==> config.mk <==
export PLATFORM = sky130hd
export DESIGN_NAME = antenna_tuner_band_link
export DESIGN_NICKNAME = d
export VERILOG_FILES = /design/src/design/atbl_pkg.sv /design/src/design/antenna_tuner_band_link.sv /design/src/design/atbl_band_class.sv /design/src/design/atbl_link_core.sv
export SDC_FILE = /design/constraint.sdc
export NUM_CORES = 1
export LEC_CHECK = 0
export BUFFER_PORTS_ARGS = -buffer_cell sky130_fd_sc_hd__buf_2
export CAP_MARGIN = 20
export CORE_UTILIZATION = 45
export DETAILED_ROUTE_END_ITERATION = 7
export GPL_TIMING_DRIVEN = 0
export PLACE_DENSITY = 0.74
export SKIP_CTS_REPAIR_TIMING = 1
export SLEW_MARGIN = 5
export SYNTH_ARGS = -nofsm -noshare
export SYNTH_HDL_FRONTEND = slang
export SYNTH_SLANG_ARGS = --single-unit
==> constraint.sdc <==
create_clock -name clk_i -period 3.6 [get_ports clk_i]
set_input_delay 0.72 -clock clk_i [delete_from_list [all_inputs] [get_ports clk_i]]
set_output_delay 0.72 -clock clk_i [all_outputs]
set_load 0.02 [all_outputs]
==> src/design/atbl_pkg.sv <==
// Package for the antenna tuner band link: field widths, band thresholds, shared types.
`default_nettype none
package atbl_pkg;

  localparam int unsigned OscW   = 32;
  localparam int unsigned BandW  = 4;
  localparam int unsigned TicksW = 16;
  localparam int unsigned PhaseW = 8;
  localparam int unsigned NumEdges = 12;

  localparam int unsigned InDataW  = 40;  // 34 field bits rounded up to bytes
  localparam int unsigned OutDataW = 8;   // 7 field bits rounded up to bytes

  // Configuration register indexes
  localparam logic CFG_TUNE_TICKS = 1'b0;
  localparam logic CFG_BAND_TICKS = 1'b1;

  localparam logic [TicksW-1:0] TUNE_TICKS_RST = 16'd1000;
  localparam logic [TicksW-1:0] BAND_TICKS_RST = 16'd10;

  // Band thresholds, highest band first
  localparam logic [OscW-1:0] BAND_EDGE [NumEdges] = '{
    32'h1b80_0000, 32'h0f80_0000, 32'h0d00_0000, 32'h0b00_0000,
    32'h0980_0000, 32'h0800_0000, 32'h0600_0000, 32'h0480_0000,
    32'h0300_0000, 32'h0280_0000, 32'h0180_0000, 32'h00c0_0000
  };

  // One tick as taken from the input beat
  typedef struct packed {
    logic [OscW-1:0] osc_word;
    logic            sense_level;
    logic            tune_pulse;
  } tick_t;

  // Line levels and band after one tick
  typedef struct packed {
    logic             data_level;
    logic             data_enable;
    logic             tune_level;
    logic [BandW-1:0] sent_band;
  } lines_t;

endpackage
`default_nettype wire

==> src/design/antenna_tuner_band_link.sv <==
// Top level of the antenna tuner band link: input and result registers around the link engine.
//
// Each input beat is one timer tick and produces exactly one result beat carrying the
// tuner line levels and the band last sent after that tick. A tick is held in the input
// register and then worked combinationally into the result register, so a beat can be taken
// every clock while m_axis_tready does not stall; the result register lets a new tick enter
// while the previous result waits for m_axis_tready. Registers are written through
// cfg_we_i/cfg_idx_i/cfg_data_i (0: tune pulse length, 1: band pulse length, both in ticks);
// the user must do so only while no beat is in flight, which the block does not enforce.
`default_nettype none
module antenna_tuner_band_link (
  input  logic                          clk_i,
  input  logic                          rst_ni,
  input  logic                          cfg_we_i,
  input  logic                          cfg_idx_i,
  input  logic [atbl_pkg::TicksW-1:0]   cfg_data_i,
  input  logic                          s_axis_tvalid,
  output logic                          s_axis_tready,
  // [31:0] osc_word, [32] sense_level, [33] tune_pulse, [39:34] zero
  input  logic [atbl_pkg::InDataW-1:0]  s_axis_tdata,
  output logic                          m_axis_tvalid,
  input  logic                          m_axis_tready,
  // [0] data_level, [1] data_enable, [2] tune_level, [6:3] sent_band, [7] zero
  output logic [atbl_pkg::OutDataW-1:0] m_axis_tdata
);
  import atbl_pkg::*;

  logic   in_valid_q;
  tick_t  in_q;
  logic   out_valid_q;
  lines_t out_q;
  lines_t lines;
  logic   advance;

  // Move the held tick into the result slot when that slot is free or draining
  assign advance       = in_valid_q && (!out_valid_q || m_axis_tready);
  assign s_axis_tready = !in_valid_q || advance;

  atbl_link_core u_core (
    .clk_i      (clk_i),
    .rst_ni     (rst_ni),
    .cfg_we_i   (cfg_we_i),
    .cfg_idx_i  (cfg_idx_i),
    .cfg_data_i (cfg_data_i),
    .step_i     (advance),
    .tick_i     (in_q),
    .lines_o    (lines)
  );

  // Input register
  always_ff @(posedge clk_i or negedge rst_ni) begin
    if (!rst_ni) begin
      in_valid_q <= 1'b0;
    end else if (s_axis_tready) begin
      in_valid_q <= s_axis_tvalid;
    end
  end

  always_ff @(posedge clk_i) begin
    if (s_axis_tvalid && s_axis_tready) begin
      in_q.osc_word    <= s_axis_tdata[OscW-1:0];
      in_q.sense_level <= s_axis_tdata[OscW];
      in_q.tune_pulse  <= s_axis_tdata[OscW+1];
    end
  end

  // Result register
  always_ff @(posedge clk_i or negedge rst_ni) begin
    if (!rst_ni) begin
      out_valid_q <= 1'b0;
    end else if (advance) begin
      out_valid_q <= 1'b1;
    end else if (m_axis_tready) begin
      out_valid_q <= 1'b0;
    end
  end

  always_ff @(posedge clk_i) begin
    if (advance) begin
      out_q <= lines;
    end
  end

  assign m_axis_tvalid = out_valid_q;
  assign m_axis_tdata  = {1'b0, out_q.sent_band, out_q.tune_level, out_q.data_enable,
                          out_q.data_level};

endmodule
`default_nettype wire

==> src/design/atbl_band_class.sv <==
// Band classifier: maps an oscillator word onto band 0..12 by threshold compares.
`default_nettype none
module atbl_band_class (
  input  logic [atbl_pkg::OscW-1:0]  osc_word_i,
  output logic [atbl_pkg::BandW-1:0] band_o
);
  import atbl_pkg::*;

  // Take the highest band whose threshold is exceeded, scanning from the bottom band up
  always_comb begin
    band_o = '0;
    for (int k = NumEdges - 1; k >= 0; k--) begin
      if (osc_word_i > BAND_EDGE[k]) begin
        band_o = BandW'(NumEdges - k);
      end
    end
  end

endmodule
`default_nettype wire

==> src/design/atbl_link_core.sv <==
// Per-tick link engine: request latches, tune pulse timer and band send sequencer.
`default_nettype none
module atbl_link_core (
  input  logic                        clk_i,
  input  logic                        rst_ni,
  input  logic                        cfg_we_i,
  input  logic                        cfg_idx_i,
  input  logic [atbl_pkg::TicksW-1:0] cfg_data_i,
  input  logic                        step_i,
  input  atbl_pkg::tick_t             tick_i,
  output atbl_pkg::lines_t            lines_o
);
  import atbl_pkg::*;

  localparam logic [1:0] PH_IDLE = 2'd0;
  localparam logic [1:0] PH_LOW  = 2'd1;
  localparam logic [1:0] PH_HIGH = 2'd2;

  localparam logic [PhaseW-1:0] SENSE_MIN = 8'd85;
  localparam logic [PhaseW-1:0] SENSE_MAX = 8'd115;
  localparam logic [PhaseW-1:0] LEAD_LOW  = 8'd20;
  localparam logic [PhaseW-1:0] ONE_HIGH  = 8'd8;
  localparam logic [PhaseW-1:0] ZERO_HIGH = 8'd3;
  localparam logic [PhaseW-1:0] GAP_LOW   = 8'd3;
  localparam logic [PhaseW-1:0] END_LOW   = 8'd10;
  localparam logic [2:0]        NUM_BITS  = 3'd4;

  logic [TicksW-1:0] tune_ticks_q, band_ticks_q;
  logic [OscW-1:0]   last_osc_q, last_osc_d;
  logic [BandW-1:0]  pend_band_q, pend_band_d;
  logic [BandW-1:0]  cur_band_q, cur_band_d;
  logic              band_req_q, band_req_d;
  logic              tune_req_q, tune_req_d;
  logic [TicksW-1:0] pulse_cnt_q, pulse_cnt_d;
  logic [1:0]        phase_q, phase_d;
  logic [PhaseW-1:0] phase_cnt_q, phase_cnt_d;
  logic [BandW-1:0]  shift_q, shift_d;
  logic [2:0]        bits_left_q, bits_left_d;
  logic              data_q, data_d;
  logic              oe_q, oe_d;
  logic              tune_q, tune_d;
  logic [BandW-1:0]  class_band;

  atbl_band_class u_class (
    .osc_word_i (tick_i.osc_word),
    .band_o     (class_band)
  );

  // Work out the state after one tick
  always_comb begin
    last_osc_d  = last_osc_q;
    pend_band_d = pend_band_q;
    cur_band_d  = cur_band_q;
    band_req_d  = band_req_q;
    tune_req_d  = tune_req_q | tick_i.tune_pulse;
    pulse_cnt_d = pulse_cnt_q;
    phase_d     = phase_q;
    phase_cnt_d = phase_cnt_q;
    shift_d     = shift_q;
    bits_left_d = bits_left_q;
    data_d      = data_q;
    oe_d        = oe_q;
    tune_d      = tune_q;

    // classify a new oscillator word
    if (tick_i.osc_word != last_osc_q) begin
      last_osc_d  = tick_i.osc_word;
      pend_band_d = class_band;
      if (class_band != cur_band_q) begin
        band_req_d = 1'b1;
      end
    end

    // count down the tune pulse
    if (pulse_cnt_q != '0) begin
      pulse_cnt_d = pulse_cnt_q - 1'b1;
      if (pulse_cnt_d == '0) begin
        tune_d = 1'b0;
      end
    end

    // step the link sequencer
    case (phase_q)
      PH_IDLE: begin
        if (tick_i.sense_level) begin
          phase_cnt_d = phase_cnt_q + 1'b1;
        end else if (phase_cnt_q inside {[SENSE_MIN:SENSE_MAX]}) begin
          phase_d     = PH_LOW;
          phase_cnt_d = LEAD_LOW;
          cur_band_d  = pend_band_d;
          shift_d     = pend_band_d;
          bits_left_d = NUM_BITS;
          data_d      = 1'b0;
          oe_d        = 1'b1;
        end else begin
          phase_cnt_d = '0;
          if (band_req_d || tune_req_d) begin
            tune_d      = 1'b1;
            pulse_cnt_d = tune_req_d ? tune_ticks_q : band_ticks_q;
            band_req_d  = 1'b0;
            tune_req_d  = 1'b0;
          end
        end
      end
      PH_LOW: begin
        phase_cnt_d = phase_cnt_q - 1'b1;
        if (phase_cnt_d == '0) begin
          if (bits_left_q != '0) begin
            data_d      = 1'b1;
            phase_cnt_d = shift_q[BandW-1] ? ONE_HIGH : ZERO_HIGH;
            shift_d     = {shift_q[BandW-2:0], 1'b0};
            bits_left_d = bits_left_q - 1'b1;
            phase_d     = PH_HIGH;
          end else begin
            data_d  = 1'b0;
            oe_d    = 1'b0;
            phase_d = PH_IDLE;
          end
        end
      end
      PH_HIGH: begin
        phase_cnt_d = phase_cnt_q - 1'b1;
        if (phase_cnt_d == '0) begin
          phase_cnt_d = (bits_left_q != '0) ? GAP_LOW : END_LOW;
          data_d      = 1'b0;
          phase_d     = PH_LOW;
        end
      end
      default: begin
        phase_d = phase_q;
      end
    endcase
  end

  // Result of this tick
  assign lines_o = '{data_level: data_d, data_enable: oe_d, tune_level: tune_d,
                     sent_band: cur_band_d};

  // Configuration registers
  always_ff @(posedge clk_i or negedge rst_ni) begin
    if (!rst_ni) begin
      tune_ticks_q <= TUNE_TICKS_RST;
      band_ticks_q <= BAND_TICKS_RST;
    end else if (cfg_we_i) begin
      case (cfg_idx_i)
        CFG_TUNE_TICKS: tune_ticks_q <= cfg_data_i;
        CFG_BAND_TICKS: band_ticks_q <= cfg_data_i;
        default: ;
      endcase
    end
  end

  // Advance the state once per tick
  always_ff @(posedge clk_i or negedge rst_ni) begin
    if (!rst_ni) begin
      last_osc_q  <= '0;
      pend_band_q <= '0;
      cur_band_q  <= '0;
      band_req_q  <= 1'b0;
      tune_req_q  <= 1'b0;
      pulse_cnt_q <= '0;
      phase_q     <= PH_IDLE;
      phase_cnt_q <= '0;
      shift_q     <= '0;
      bits_left_q <= '0;
      data_q      <= 1'b0;
      oe_q        <= 1'b0;
      tune_q      <= 1'b0;
    end else if (step_i) begin
      last_osc_q  <= last_osc_d;
      pend_band_q <= pend_band_d;
      cur_band_q  <= cur_band_d;
      band_req_q  <= band_req_d;
      tune_req_q  <= tune_req_d;
      pulse_cnt_q <= pulse_cnt_d;
      phase_q     <= phase_d;
      phase_cnt_q <= phase_cnt_d;
      shift_q     <= shift_d;
      bits_left_q <= bits_left_d;
      data_q      <= data_d;
      oe_q        <= oe_d;
      tune_q      <= tune_d;
    end
  end

endmodule
`default_nettype wire

==> flow_summary.yaml <==
cells_and_area:
  layout.area.seq_um2: 4044
  fin_cells: 1056
  flow.area_growth_from_synthesis_pct: 16.87
  fin_nets: 892
  n_antenna_cell: 0
  drive_above_1_share: 0.2527
  multi_input_area_um2: 3689
  layout.filler_cells: 1466
  fin_area_um2: 9275
detailed_routing:
  firstDrtPassIters: 5
  drt-total-wl_um: 17070
  detail-route-antenna-nets: 0
  viasPerCell: 5.579
  initialDrtViolationCount: 536
  routedWlPerCell_um: 16.16
  drcViolationCount: 0
  routed-via-count: 5891
logic_synthesis:
  post_synth_and_or_nand_nor_area_fraction: 0.1501
  synth_most_common_cell: "sky130_fd_sc_hd__dfrtp_1"
  mappedNetlistArea_um2: 7936
  main_combinational_cell_family_by_area_after_synthesis: "simple AND/OR/NAND/NOR gates"
  syn-mean-instance-area_um2: 10.83
  synth_cell_type_count: 75
  synthesis.yosys.warnings: 0
  syn_nets: 807
  ys_top_cells_by_count: "104 x sky130_fd_sc_hd__dfrtp_1, 75 x sky130_fd_sc_hd__nand2_1, 74 x sky130_fd_sc_hd__mux2_2, 43 x sky130_fd_sc_hd__nor2_1, 41 x sky130_fd_sc_hd__edfxtp_1"
  synth-xor-area-share: 0.04619
  synth.ff_latch_count: 153
  postSynthCellCount: 733
  synth_fa_ha_area_frac: 0.01892
  synth_top_flop_cell: "sky130_fd_sc_hd__dfrtp_1"
  yosysTopAreaCellShare: 0.3279
  synth_top_cells_by_area: "sky130_fd_sc_hd__dfrtp_1 33%, sky130_fd_sc_hd__edfxtp_1 16%, sky130_fd_sc_hd__mux2_2 10%"
  synth.area.mux_share: 0.1201
  synth_edf_count: 41
  synth-compound-area-share: 0.1214
  netlist.top_cell.by_area: "sky130_fd_sc_hd__dfrtp_1"
  synth-async-reset-ratio: 0.7320
  synth-seq-area-share: 0.5095
worst_hold_path:
  holdCritPathClass: "input port to asynchronous set/reset pin"
global_routing:
  grt_antenna_before_repair: 0
  grt_pass1_vias: 5688
  grt_pass1_wl_um: 28430
  grt_max_degree: 66
  overflow: 0
  globalRouteTotalUtil: 0.2013
cts:
  worst_skew_pair.late_latency_ns: 0.43
  tritoncts_num_sinks: 153
  cts-buffers-inserted: 17
  clock_tree.root_cell: "sky130_fd_sc_hd__clkbuf_16"
  cts.clk_slew.worst_paths_ns: 0.07
  maximum_buffer_depth_of_the_clock_tree: 2
  tritoncts: "built"
  htreeDepth: 4
placed_design:
  dp_worst_slack_ns: 0.05879
  placed_cell_area_um2: 8573
  gp_congestion: 0.8782
  placement.io_buffers: 64
  hpwlAfterDp_um: 11920
  post-place-cells: 1023
floorplan:
  die_area_um2: 18170
  die_w_um: 134.8
  die_y_um: 134.8
  coreArea_um2: 17240
  rows: 48
  starting_density_of_the_core: 0.4604
  ios: 72
sta:
  fin_skew_ns: 0.008520
  fmaxAchievable_mhz: 291.7
  timing.final.hold_violations: 0
  timing_max_transition_violations_final: 0
  fin_ws_ns: 0.1722
  finalSetupViolations: 0
  slew-limit-headroom: 0.3305
  tightest_slew_ns: 1.004
  timing.final.crit_share: 0.9522
  period_needed_ns: 3.428
worst_setup_path:
  cells_along_the_critical_path: "nor4_4 -> nand3_1 -> or4_1 -> o31a_1 -> a221oi_2 -> a21oi_2 -> xor2_2 -> o21ai_4 -> buf_6 -> buf_12 -> mux2i_1 -> nand3_1"
  timing.critical_path.required_ns: 3.90
  worst_path_largest_cell_delay_ns: 0.51
  worst-setup-path-type: "flop to flop"
  cp_top_family: "simple AND/OR/NAND/NOR gates"
  path_common_cell: "sky130_fd_sc_hd__nand3_1"
  start_kind: "flop"
  slowest_stage: "sky130_fd_sc_hd__or4_1"
  worst_path_max_fanout: 10
  cp_num_buf_inv: 2
  cp-end-kind: "flop"
  cp_data_arrival_time_ns: 3.73
  regToRegSetupSlack_ns: 0.17
job:
  max-cap-violations: 0
pwr:
  irDropWorstVdd_mv: 0.3914
  pwr_cell_area_nw_per_um2: 654.8
  power_leakage_uw: 0.003695
status:
  run_status: "complete, no violations"
==> logic make-up (layout without fill, tap and decap cells) <==
group	Yosys count	in the layout
flops	153	153
fa+ha+maj	12	12
simple gates	235	235
compound gates	145	145
buf+inv	60	158
mux	86	86
xor+xnor	41	41
other cells	1	1
==> power by group <==
part / internal (µW) / leakage, µW / total, µW / switching (µW)
sequential: 2150 / 0.00170 / 2460 / 302
clock: 1180 / 0.000308 / 1940 / 752
combinational: 733 / 0.00169 / 1680 / 949
==> final cells by class <==
class | instances | area share
well taps | 225 | 0.03035
inverters | 24 | 0.009713
clock inverters | 13 | 0.02185
repair buffers | 66 | 0.03899
clock buffers | 19 | 0.04667
multi-input cells | 520 | 0.3977
flip-flops and latches | 153 | 0.4360
plain buffers | 36 | 0.01875
==> worst paths after layout <==
kind | start | endpoint | depth (start not counted)
setup reg to reg | in_q[5] | u_core.pulse_cnt_q[12] | 12
min in group clk_i | s_axis_tdata[1] | in_q[3] | 1
hold / removal | rst_ni | u_core.bits_left_q[0] | 1
max in group asynchronous | rst_ni | u_core.band_ticks_q[1] | 2
setup / recovery | in_q[5] | u_core.pulse_cnt_q[12] | 12
hold reg to reg | u_core.tune_q | u_core.tune_q | 1
==> registers in the layout, summed over array words and instances (netlist names), 2 cells and up <==
signal	cells
u_core.shift_q	4
in_q	34
u_core.pend_band_q	4
u_core.phase_q	2
m_axis_tdata	7
u_core.pulse_cnt_q	16
u_core.last_osc_q	32
u_core.phase_cnt_q	8
u_core.band_ticks_q	16
u_core.tune_ticks_q	16
u_core.bits_left_q	3
u_core.cur_band_q	4
==> cell usage in the layout (no fill, tap or decap), types with 7 or more instances in the layout <==
master	n
sky130_fd_sc_hd__a21oi_1	36
sky130_fd_sc_hd__ha_1	12
sky130_fd_sc_hd__buf_2	66
sky130_fd_sc_hd__o21ai_0	35
sky130_fd_sc_hd__nor2_1	43
sky130_fd_sc_hd__nor3_1	17
sky130_fd_sc_hd__nand2b_1	12
sky130_fd_sc_hd__clkbuf_1	27
sky130_fd_sc_hd__a31oi_1	10
sky130_fd_sc_hd__mux2i_1	12
sky130_fd_sc_hd__mux2_2	74
sky130_fd_sc_hd__dfrtp_1	104
sky130_fd_sc_hd__dfstp_2	8
sky130_fd_sc_hd__edfxtp_1	41
sky130_fd_sc_hd__clkbuf_16	17
sky130_fd_sc_hd__or2_2	7
sky130_fd_sc_hd__nand4_1	14
sky130_fd_sc_hd__inv_1	23
sky130_fd_sc_hd__xnor2_1	39
sky130_fd_sc_hd__nand3_1	16
sky130_fd_sc_hd__nand2_1	75
==> metrics by stage <==
step	util	hold WS, ns	setup TNS [ns]	power [µW]
after global placement	0.4954	0.4632	0	4069
after global routing	0.5381	0.2584	-0.02242	6421
final	0.5381	0.2305	0	6074
after floorplan	-	0.4244	0	3680
after CTS	0.5343	0.2424	0	6081
after detailed placement	0.4974	0.4722	0	4130
==> layer usage <==
metal | track usage | share of wire | routed length, µm | vias up
li1 | - | - | - | 2838
met1 | 0.2780 | 0.47 | 7948 | 2861
met2 | 0.3113 | 0.46 | 7910 | 168
met3 | 0.04392 | 0.052 | 886 | 24
met4 | 0.07491 | 0.019 | 320 | 0
met5 | 0 | 0 | 0 | -
(Power assumes the default switching activity.)
